File: src/hw/rtl/gnst_pkg.sv
// ----------------------------------------------------------------------------
// gnst_pkg
// Types, codes and neighbour step tables for the grid neighbour sum table.
// ----------------------------------------------------------------------------
package gnst_pkg;

  localparam int unsigned VALUE_W   = 8;
  localparam int unsigned INDEX_W   = 4;
  localparam int unsigned SIDE_W    = 5;
  localparam int unsigned SUM_W     = 10;
  localparam int unsigned SIDE_CMP_W = 7;
  localparam int unsigned VALUE_CNT = 256;
  localparam int unsigned MAX_SIDE  = 16;
  localparam logic [SIDE_W-1:0] SIDE_RESET = 5'd16;

  typedef enum logic [1:0] {
    OP_LOAD = 2'd0,
    OP_EDGE = 2'd1,
    OP_DIAG = 2'd2,
    OP_NONE = 2'd3
  } op_e;

  typedef enum logic [1:0] {
    ST_IDLE = 2'd0,
    ST_POS  = 2'd1,
    ST_NB   = 2'd2,
    ST_FIN  = 2'd3
  } state_e;

  typedef logic signed [1:0] step_t;

  typedef struct packed {
    step_t dr;
    step_t dc;
  } offset_t;

  // controller to datapath
  typedef struct packed {
    logic       capture;
    logic       load_we;
    logic       pos_rd;
    logic       nb_rd;
    logic [1:0] nb_idx;
    logic       out_load;
  } cmd_t;

  // datapath to controller
  typedef struct packed {
    logic bad;
  } status_t;

  localparam offset_t EDGE_STEPS [4] = '{
    '{dr: -2'sd1, dc:  2'sd0},
    '{dr:  2'sd1, dc:  2'sd0},
    '{dr:  2'sd0, dc: -2'sd1},
    '{dr:  2'sd0, dc:  2'sd1}
  };

  localparam offset_t DIAG_STEPS [4] = '{
    '{dr: -2'sd1, dc: -2'sd1},
    '{dr: -2'sd1, dc:  2'sd1},
    '{dr:  2'sd1, dc: -2'sd1},
    '{dr:  2'sd1, dc:  2'sd1}
  };

  function automatic offset_t nb_step(input logic diag, input logic [1:0] idx);
    nb_step = diag ? DIAG_STEPS[idx] : EDGE_STEPS[idx];
  endfunction

endpackage

File: src/hw/rtl/gnst_ctrl.sv
// ----------------------------------------------------------------------------
// gnst_ctrl
// Sequencer: accepts requests, steps the position and neighbour reads and
// owns the result valid flag.
// ----------------------------------------------------------------------------
module gnst_ctrl
  import gnst_pkg::*;
(
  input  logic       clk_i,
  input  logic       rst_ni,
  input  logic       in_valid_i,
  output logic       in_ready_o,
  input  logic [1:0] op_i,
  output logic       out_valid_o,
  input  logic       out_ready_i,
  output cmd_t       cmd_o,
  input  status_t    status_i
);

  state_e     state_q, state_d;
  logic [1:0] cnt_q, cnt_d;
  logic       out_valid_q, out_valid_d;
  op_e        op;

  assign op = op_e'(op_i);

  always_ff @(posedge clk_i or negedge rst_ni) begin
    if (!rst_ni) begin
      state_q     <= ST_IDLE;
      cnt_q       <= '0;
      out_valid_q <= 1'b0;
    end else begin
      state_q     <= state_d;
      cnt_q       <= cnt_d;
      out_valid_q <= out_valid_d;
    end
  end

  always_comb begin
    state_d    = state_q;
    cnt_d      = cnt_q;
    cmd_o      = '0;
    in_ready_o = 1'b0;
    unique case (state_q)
      ST_IDLE: begin
        in_ready_o = 1'b1;
        if (in_valid_i) begin
          unique case (op)
            OP_LOAD: cmd_o.load_we = 1'b1;
            OP_EDGE, OP_DIAG: begin
              cmd_o.capture = 1'b1;
              state_d       = ST_POS;
            end
            default: ;
          endcase
        end
      end
      ST_POS: begin
        cmd_o.pos_rd = 1'b1;
        cnt_d        = '0;
        state_d      = status_i.bad ? ST_FIN : ST_NB;
      end
      ST_NB: begin
        cmd_o.nb_rd  = 1'b1;
        cmd_o.nb_idx = cnt_q;
        cnt_d        = cnt_q + 2'd1;
        if (cnt_q == 2'd3) begin
          state_d = ST_FIN;
        end
      end
      ST_FIN: begin
        // hold until the output register is free
        if (!out_valid_q || out_ready_i) begin
          cmd_o.out_load = 1'b1;
          state_d        = ST_IDLE;
        end
      end
      default: state_d = ST_IDLE;
    endcase
  end

  always_comb begin
    if (cmd_o.out_load) begin
      out_valid_d = 1'b1;
    end else if (out_ready_i) begin
      out_valid_d = 1'b0;
    end else begin
      out_valid_d = out_valid_q;
    end
  end

  assign out_valid_o = out_valid_q;

endmodule

File: src/hw/rtl/gnst_datapath.sv
// ----------------------------------------------------------------------------
// gnst_datapath
// Side length register, cell and position stores, neighbour addressing,
// accumulator and result register.
// ----------------------------------------------------------------------------
module gnst_datapath
  import gnst_pkg::*;
(
  input  logic               clk_i,
  input  logic               rst_ni,
  input  cmd_t               cmd_i,
  output status_t            status_o,
  input  logic               cfg_we_i,
  input  logic [SIDE_W-1:0]  cfg_wdata_i,
  input  logic [1:0]         op_i,
  input  logic [INDEX_W-1:0] row_index_i,
  input  logic [INDEX_W-1:0] col_index_i,
  input  logic [VALUE_W-1:0] cell_value_i,
  input  logic [VALUE_W-1:0] query_value_i,
  output logic [SUM_W-1:0]   neighbor_sum_o,
  output logic               bad_value_o
);

  localparam int unsigned CW    = $clog2(MAX_SIDE);
  localparam int unsigned AW    = 2 * CW;
  localparam int unsigned CELLS = 1 << AW;

  logic [VALUE_W-1:0] cell_mem [CELLS];
  logic [VALUE_W-1:0] pos_mem  [VALUE_CNT];

  logic [SIDE_W-1:0]  side_q;
  logic [SIDE_W-1:0]  side_use;
  logic [SUM_W-1:0]   side_sq;
  logic               load_ok;
  logic [AW-1:0]      wr_addr;

  logic [VALUE_W-1:0] query_q;
  logic               diag_q;
  logic               bad_q;
  logic [VALUE_W-1:0] pos_rd_q;
  logic [VALUE_W-1:0] cell_rd_q;
  logic               hit_q;
  logic [SUM_W-1:0]   acc_q, acc_d;
  logic [SUM_W-1:0]   total;
  logic [SUM_W-1:0]   sum_q;
  logic               bad_out_q;

  offset_t            step;
  logic signed [5:0]  nb_row, nb_col;
  logic               in_bounds;
  logic [AW-1:0]      rd_addr;

  always_ff @(posedge clk_i or negedge rst_ni) begin
    if (!rst_ni) begin
      side_q <= SIDE_RESET;
    end else if (cfg_we_i) begin
      side_q <= cfg_wdata_i;
    end
  end

  // saturate to the storage size
  assign side_use = (SIDE_CMP_W'(side_q) > SIDE_CMP_W'(MAX_SIDE)) ? SIDE_W'(MAX_SIDE) : side_q;
  assign side_sq  = SUM_W'(side_use) * SUM_W'(side_use);

  assign load_ok = (SIDE_CMP_W'(row_index_i) < SIDE_CMP_W'(MAX_SIDE)) &&
                   (SIDE_CMP_W'(col_index_i) < SIDE_CMP_W'(MAX_SIDE));
  assign wr_addr = {CW'(row_index_i), CW'(col_index_i)};

  always_ff @(posedge clk_i) begin
    if (cmd_i.load_we && load_ok) begin
      cell_mem[wr_addr]     <= cell_value_i;
      pos_mem[cell_value_i] <= {row_index_i, col_index_i};
    end
  end

  always_ff @(posedge clk_i) begin
    if (cmd_i.capture) begin
      query_q <= query_value_i;
      diag_q  <= (op_e'(op_i) == OP_DIAG);
      bad_q   <= (SUM_W'(query_value_i) >= side_sq);
    end
  end

  always_ff @(posedge clk_i) begin
    if (cmd_i.pos_rd) begin
      pos_rd_q <= pos_mem[query_q];
    end
  end

  // neighbour coordinates, one step from the looked-up position
  always_comb begin
    step      = nb_step(diag_q, cmd_i.nb_idx);
    nb_row    = $signed({2'b00, pos_rd_q[7:4]}) + 6'(step.dr);
    nb_col    = $signed({2'b00, pos_rd_q[3:0]}) + 6'(step.dc);
    in_bounds = !nb_row[5] && !nb_col[5] &&
                (nb_row[4:0] < side_use) && (nb_col[4:0] < side_use);
    rd_addr   = {CW'(nb_row[4:0]), CW'(nb_col[4:0])};
  end

  always_ff @(posedge clk_i) begin
    if (cmd_i.nb_rd && in_bounds) begin
      cell_rd_q <= cell_mem[rd_addr];
    end
  end

  always_comb begin
    acc_d = acc_q;
    if (cmd_i.capture) begin
      acc_d = '0;
    end else if (cmd_i.nb_rd && hit_q) begin
      acc_d = acc_q + SUM_W'(cell_rd_q);
    end
  end

  always_ff @(posedge clk_i or negedge rst_ni) begin
    if (!rst_ni) begin
      hit_q <= 1'b0;
      acc_q <= '0;
    end else begin
      acc_q <= acc_d;
      if (cmd_i.capture) begin
        hit_q <= 1'b0;
      end else if (cmd_i.nb_rd) begin
        hit_q <= in_bounds;
      end
    end
  end

  // fold in the last neighbour read
  assign total = bad_q ? '0 : (hit_q ? acc_q + SUM_W'(cell_rd_q) : acc_q);

  always_ff @(posedge clk_i) begin
    if (cmd_i.out_load) begin
      sum_q     <= total;
      bad_out_q <= bad_q;
    end
  end

  assign status_o.bad   = bad_q;
  assign neighbor_sum_o = sum_q;
  assign bad_value_o    = bad_out_q;

endmodule

File: src/hw/rtl/grid_neighbor_sum_table.sv
// ----------------------------------------------------------------------------
// grid_neighbor_sum_table
// Square grid of distinct values with edge and diagonal neighbour sums.
// ----------------------------------------------------------------------------
//  channel   direction  handshake                  payload
//  request   in         in_valid_i / in_ready_o    op, row/col index, values
//  result    out        out_valid_o / out_ready_i  neighbor_sum, bad_value
//  config    in         cfg_we_i                   side length (5 bits)
//
//  A load produces no result and leaves the request channel ready. A query
//  reads the position store once, then steps through four reads of the cell
//  store, then loads the result before the next request can be taken.
//  A bad query skips the neighbour reads.
//  A result held by out_ready_i low stalls only the next query at its end.
//  Reset is asynchronous, active low; the side length resets to 16.
// ----------------------------------------------------------------------------
module grid_neighbor_sum_table
  import gnst_pkg::*;
(
  input  logic               clk_i,
  input  logic               rst_ni,
  input  logic               cfg_we_i,
  input  logic [SIDE_W-1:0]  cfg_wdata_i,
  input  logic               in_valid_i,
  output logic               in_ready_o,
  input  logic [1:0]         op_i,
  input  logic [INDEX_W-1:0] row_index_i,
  input  logic [INDEX_W-1:0] col_index_i,
  input  logic [VALUE_W-1:0] cell_value_i,
  input  logic [VALUE_W-1:0] query_value_i,
  output logic               out_valid_o,
  input  logic               out_ready_i,
  output logic [SUM_W-1:0]   neighbor_sum_o,
  output logic               bad_value_o
);

  cmd_t    cmd;
  status_t status;

  gnst_ctrl u_ctrl (
    .clk_i      (clk_i),
    .rst_ni     (rst_ni),
    .in_valid_i (in_valid_i),
    .in_ready_o (in_ready_o),
    .op_i       (op_i),
    .out_valid_o(out_valid_o),
    .out_ready_i(out_ready_i),
    .cmd_o      (cmd),
    .status_i   (status)
  );

  gnst_datapath u_datapath (
    .clk_i         (clk_i),
    .rst_ni        (rst_ni),
    .cmd_i         (cmd),
    .status_o      (status),
    .cfg_we_i      (cfg_we_i),
    .cfg_wdata_i   (cfg_wdata_i),
    .op_i          (op_i),
    .row_index_i   (row_index_i),
    .col_index_i   (col_index_i),
    .cell_value_i  (cell_value_i),
    .query_value_i (query_value_i),
    .neighbor_sum_o(neighbor_sum_o),
    .bad_value_o   (bad_value_o)
  );

endmodule

File: config.mk
export PLATFORM = sky130hd
export DESIGN_NAME = grid_neighbor_sum_table
export DESIGN_NICKNAME = d
export VERILOG_FILES = /design/src/hw/rtl/gnst_pkg.sv /design/src/hw/rtl/gnst_ctrl.sv /design/src/hw/rtl/gnst_datapath.sv /design/src/hw/rtl/grid_neighbor_sum_table.sv
export SDC_FILE = /design/constraint.sdc
export NUM_CORES = 2
export LEC_CHECK = 0
export BUFFER_PORTS_ARGS = -buffer_cell sky130_fd_sc_hd__buf_4
export CORE_ASPECT_RATIO = 1.5
export CORE_MARGIN = 4
export CORE_UTILIZATION = 45
export CTS_BUF_LIST = sky130_fd_sc_hd__clkbuf_2 sky130_fd_sc_hd__clkbuf_4 sky130_fd_sc_hd__clkbuf_8
export CTS_CLUSTER_DIAMETER = 30
export DETAILED_ROUTE_END_ITERATION = 16
export GPL_ROUTABILITY_DRIVEN = 0
export PLACE_DENSITY = 0.6
export SLEW_MARGIN = 25
export SYNTH_ARGS = -nofsm -noshare
export SYNTH_HDL_FRONTEND = slang
export SYNTH_SLANG_ARGS = --single-unit
File: constraint.sdc
create_clock -name clk_i -period 5.9 [get_ports clk_i]
set_input_delay 1.18 -clock clk_i [delete_from_list [all_inputs] [get_ports clk_i]]
set_output_delay 1.18 -clock clk_i [all_outputs]
set_load 0.01 [all_outputs]
Word level (Yosys, flattened, before mapping)
Memories as Yosys holds them, arrays and structs flattened. A register that Yosys moved wholly into a read port is not among the register bits.
Index checks and enable logic that the tools add are counted.

word-level totals
  bits in registers = 42
  memory bits (writable) = 4096
  input port bits = 36
  output and inout bits = 13
  word-level logic and storage cells = 84
  memories kept = 2

cells by class
  add/subtract/negate cells = 4
  multiply operators = 1
  magnitude comparators = 5
  equal/unequal tests = 10
  mux-type cells = 33
  bitwise operators = 1
  reductions and logical operators = 17

memories
  name                 words  width  rd ports  clocked after Yosys merged registers in  write ports  line                 source
  u_datapath.cell_mem  256    8      1         1                                        1            gnst_datapath.sv:28  logic [VALUE_W-1:0] cell_mem [CELLS];
  u_datapath.pos_mem   256    8      1         1                                        1            gnst_datapath.sv:29  logic [VALUE_W-1:0] pos_mem [VALUE_CNT];

operator list
  kind                                                      count
  two-way mux 10 bit                                        3
  two-way mux 4 bit                                         5
  binary-select mux 4 bit (select 2 bit)                    2
  two-way mux 1 bit                                         13
  adder 5 x 2 -> 6 bit                                      2
  two-way mux 2 bit                                         6
  adder 10 x 8 -> 10 bit                                    1
  greater-or-equal comparator 8 x 10 -> 1 bit               1
  less-than comparator 5 bit                                2
  multiplier 5 x 5 -> 10 bit                                1
  == test 2 bit, second input constant                      4
  one-hot mux 2 bit (4 select lines)                        1
  nonzero test 2 bit                                        4
  greater-than comparator 5 bit, second input constant      1
  logical AND 1 bit                                         5
  two-way mux 5 bit                                         1
  == test 2 x 1 -> 1 bit, second input constant             2
  logical NOT 2 bit                                         2
  != test 2 x 1 -> 1 bit, second input constant             2
  != test 2 bit, second input constant                      2
  one-hot mux 2 bit (2 select lines)                        1
  AND reduction 4 bit                                       1
  greater-or-equal comparator 3 bit, second input constant  1
  logical NOT 1 bit                                         3
  5 further kinds                                           5

Depth between registers and ports, before layout
  depth in word-level cells = 14
  mapped depth = 20
  mapped depth without buffers = 16

Cells and area by module
A second synthesis with hierarchy kept.

second synthesis, totals
  cell total of the unflattened synthesis = 7062
  area, all modules = 162019.1 µm²

modules (own cells, without submodules)
  module         times used  cells each  area an instance (µm²)  seq. area each (µm²)
  gnst_datapath  1           7024        161652.5                124510.7
  gnst_ctrl      1           38          366.6                   125.1

Worst setup path after synthesis
Ideal clock, no wire load.

  path type = register to register
  start = register u_ctrl.state_q[0]
  end = register u_datapath.cell_rd_q[0] (read register of u_datapath.cell_mem) (enable)
  library setup time = 0.335 ns
  data arrival time = 4.241 ns
  required time = 5.565 ns
  setup slack = 1.324 ns
  stages on the path, launching flop included = 19
  buffers on the path = 5
  period minus slack after synthesis = 4.576 ns
  cell sequence = dfrtp_1 inv_1 ha_1 clkbuf_1 a21oi_1 a21oi_1 inv_1 fa_1 buf_2 buf_2 buf_1 clkbuf_1 inv_1 ha_1 o21a_1 o21a_1 o21a_1 o21ai_0 and4_1

between the ends
  longest elaborated chain between the ends = 13
  elaborated cells on any way between the ends = 20
  those cells by class = add/sub (2); order compare (2); eq/ne (1); mux (8); bitwise (1); reduce/logical (6)

RTL lines
  what                                                                           line                 source
  start, declared                                                                gnst_ctrl.sv:20      state_e state_q, state_d;
  start signal, assigned                                                         gnst_ctrl.sv:33      state_q <= state_d;
  == test 2 bit *                                                                gnst_ctrl.sv:44      unique case (state_q)
  two-way mux 3 bit *                                                            gnst_ctrl.sv:44
  parallel branches: the longest is 11 deep, another holds adder 5 x 2 -> 6 bit  -
  end, declared                                                                  gnst_datapath.sv:41  logic [VALUE_W-1:0] cell_rd_q;

Every way passes the cells marked *. The select of a mux whose other input is x is not followed.
A chain may end at the register's enable or synchronous reset.

Worst setup path after layout
  start = register u_ctrl.state_q[0]
  end = register u_datapath.cell_rd_q[4] (read register of u_datapath.cell_mem), data pin

The elaborated chain is that of the path after synthesis.

==> results.tsv <==
metric	value	unit
share of the synthesized area in the top cell type	76.66	%
vias in the first global route	79960	
r2r worst-path depth	13	
H-tree levels	6	
cell taking the most area after synthesis	edfxtp_1	
global route total overflow	0	
Crit Path Max Fanout	23	
root buf cell	clkbuf_8	
drt total wl	398.7	mm
Yosys cell types	53	
P_sw	0.02105	W
crit end category	register	
clock sink total	4154	
fraction of layout cells with a size suffix above 1	33.48	%
period utilization	92.30	%
drt wl/cell	30.73	um
setup TNS	0	ns
Clk pwr share	32.7	%
I/O Buffers	48	
startpoint types	register	
layout filler cell count	28230	
crit path DAT	6.28	ns
Syn Area/Cell	23.00	um2
Hold Crit Class	primary input to register	
final setup fails	0	
main flop type after synthesis	edfxtp_1	
TritonCTS clock tree	done	
Placed Area	170000	um2
area of the core	358100	um2
post-synthesis sequential area ratio	76.99	%
synth top area cells	edfxtp_1 77%, mux4_2 17%, nor2_1 1.3%, mux2i_1 1.2%, clkbuf_1 0.50%	
Pwr Density	406.9	nW/um2
Syn-to-layout area delta	13.07	%
Synth warnings	0	
Final Util	51.11	%
antenna viol nets, final	0	
final instance area	183000	um2
worst r2r src	u_ctrl.state_q[0]$_DFFE_PN0P_	
hold endpoint	u_datapath.side_q[4]$_DFFE_PN1P_	
Crit Path Class	register to register	
vias per cell	5.786	
initial antenna violation count	11	
# DRC	0	
power share of the sequential group	44.0	%
Initial Util	45.21	%
Gate Count Post-Synth	7040	
switch share	28.26	%
hold path cells	2	
r2r endpoint	u_datapath.cell_rd_q[4]$_DFFE_PP_	
max-cap violation count	0	
clock buffer depth	4	
Synth Register Bits	4154	
Worst Tran Pin Value	1.216	ns
DRT iter0 DRCs	7159	
Comb pwr share	23.3	%
Clock Skew	0.06942	ns
DP Wirelength	245.2	mm
hold path startpoint	cfg_we_i	
r2r setup slk	0.45	ns
Slew HR	18.92	%
leakage	57.32	nW
Hold Violations, Final	0	
Clk Latency, worst-skew pair	1.09	ns
Tot GR Track Use	21.45	%
largest net degree at the start of global routing	206	
Max Slew Vio Count	0	
Vias	75060	
fmax	183.6	MHz
first-pass iteration count of the detailed router	5	
Synth top cells by count	4,133 x edfxtp_1, 1,248 x mux4_2, 549 x nor2_1, 214 x clkbuf_1, 197 x mux2i_1	
maximum VDD drop	0.7263	mV
num rows	269	
CTS buffer count	647	
Die Y	742.6	um
Die Wd	497.7	um
hold slack	0.2986	ns
I/O pin count	49	
Cell Area, Synth	161900	um2
Pint	0.05343	W
post-synthesis async set-or-reset flop share	0.5055	%
final net count	7802	
Worst-path clk slew	0.06	ns
pre-CTS WS	0.5215	ns
Post-synth EDFFs	4133	
min Tclk post-route	5.446	ns
global-route wire length before repair	577.2	mm
unrepaired setup endpoints after global routing	no	
Data required, critical path	6.73	ns
DIE AREA	369600	um2
Worst Slack Setup Final	0.4542	ns
status	completed	
count leader, synth	edfxtp_1	
[per-stage QoR]
| step | power [W] | cells |
|---|---|---|
| floorplan | 0.04464 | 7041 |
| global placement | 0.05094 | 11800 |
| detailed placement | 0.05104 | 11800 |
| CTS | 0.07534 | 12970 |
| global route | 0.07724 | 12970 |
| finish | 0.07448 | 12970 |
[sequential cells by signal, indices dropped and copies added, names as in the netlist, 5 cells and up]
name and count:
u_datapath.pos_rd_q 8, u_datapath.neighbor_sum_o 10, u_datapath.pos_mem 2048, u_datapath.acc_q 10, u_datapath.side_q 5, u_datapath.cell_mem 2048, u_datapath.cell_rd_q 8, u_datapath.query_q 8
[cells by family after synthesis]
group           Yosys count  share of synthesized area [%]
fa+ha+maj                56                         0.4606
flops                  4154                          76.99
simple gates            764                          1.942
mux                    1471                          18.76
other cells               2                       0.004639
compound gates          147                         0.6144
buf+inv                 432                          1.152
xor+xnor                 14                        0.07574
[cells in the final DEF, fill, tap and decap left out, types with 9 or more instances in the layout]
cell | netlist | layout
a211o_1 | 9 | 9
a21o_1 | 9 | 9
a21oi_1 | 23 | 23
a22oi_1 | 39 | 39
a31oi_1 | 19 | 19
buf_12 | 0 | 42
buf_4 | 2 | 342
buf_8 | 0 | 16
bufinv_16 | 0 | 30
clkbuf_4 | 0 | 181
clkbuf_8 | 0 | 660
clkinv_1 | 2 | 135
clkinv_2 | 0 | 68
clkinv_4 | 0 | 15
clkinvlp_4 | 0 | 48
dfrtp_1 | 20 | 20
edfxtp_1 | 4133 | 4133
ha_1 | 50 | 48
inv_1 | 44 | 43
inv_6 | 0 | 21
mux2_2 | 26 | 26
mux2i_1 | 197 | 197
mux4_2 | 1248 | 1248
nand2_1 | 83 | 67
nand2_2 | 0 | 13
nand3_1 | 60 | 52
nor2_1 | 549 | 543
nor2b_1 | 22 | 22
nor3b_1 | 11 | 9
o21a_1 | 9 | 9
o21ai_0 | 17 | 17
xnor2_1 | 10 | 9
[worst max-delay path, cell delays in order, from the launching register on]
cell and delay (ns):
dfrtp_1 0.44, inv_1 0.11, ha_1 0.39, a21oi_1 0.17, inv_1 0.14, ha_4 0.14
inv_1 0.06, fa_4 1.25, buf_4 0.44, mux4_2 0.37, mux4_2 0.53, a22oi_1 0.36
a31oi_1 0.41, a211o_1 0.35
[layer usage]
layer | GRT usage (%) | part of all wire, % | vias to the layer above
met5 | 0 | 0 | -
met4 | 8.228 | 4.1 | 0
met3 | 3.299 | 5.8 | 722
met2 | 38.48 | 53 | 2727
met1 | 26.22 | 37 | 40380
li1 | - | - | 31230
[worst max path at each step]
stage                     slack (ns)  cells past startpoint                     startpoint                           endpoint
after global routing            0.33                     14  u_ctrl.state_q[0]$_DFFE_PN0P_  u_datapath.cell_rd_q[3]$_DFFE_PP_
after detailed placement        0.52                     15  u_ctrl.state_q[0]$_DFFE_PN0P_  u_datapath.cell_rd_q[0]$_DFFE_PP_
after floorplan                 1.32                     18  u_ctrl.state_q[0]$_DFFE_PN0P_  u_datapath.cell_rd_q[0]$_DFFE_PP_
after global placement          0.51                     13  u_ctrl.state_q[0]$_DFFE_PN0P_  u_datapath.cell_rd_q[3]$_DFFE_PP_
final                           0.45                     13  u_ctrl.state_q[0]$_DFFE_PN0P_  u_datapath.cell_rd_q[4]$_DFFE_PP_
after CTS                       0.54                     13  u_ctrl.state_q[0]$_DFFE_PN0P_  u_datapath.cell_rd_q[7]$_DFFE_PP_
[power by group through the flow]
stage          Sequential, W  Combinational, W  Clock, W
2_1_floorplan         0.0333            0.0113         0
3_5_place_dp          0.0334            0.0177         0
4_1_cts               0.0328            0.0177    0.0249
6_report              0.0328            0.0174    0.0244
5_1_grt               0.0327            0.0182    0.0263
3_3_place_gp          0.0334            0.0176         0
[area by class of cell]
cell class / count / area, um2 / share of cell area (%)
timing repair buffer: 406 / 3747 / 2.047
clock buffer: 841 / 10440 / 5.705
antenna: 4 / 10.01 / 0.005468
clock inverter: 325 / 2544 / 1.390
inverter: 46 / 172.7 / 0.09433
sequential: 4154 / 124600 / 68.09
multi-input combinational: 2455 / 35560 / 19.43
tap: 4742 / 5933 / 3.241
[timing repair]
action,CTS,global route
setup buffers,0,0
hold buffers,1,0
endpoints found under the hold margin,20,0
resized for setup,0,0
setup endpoints to repair,0,0
(Power assumes the default switching activity.)
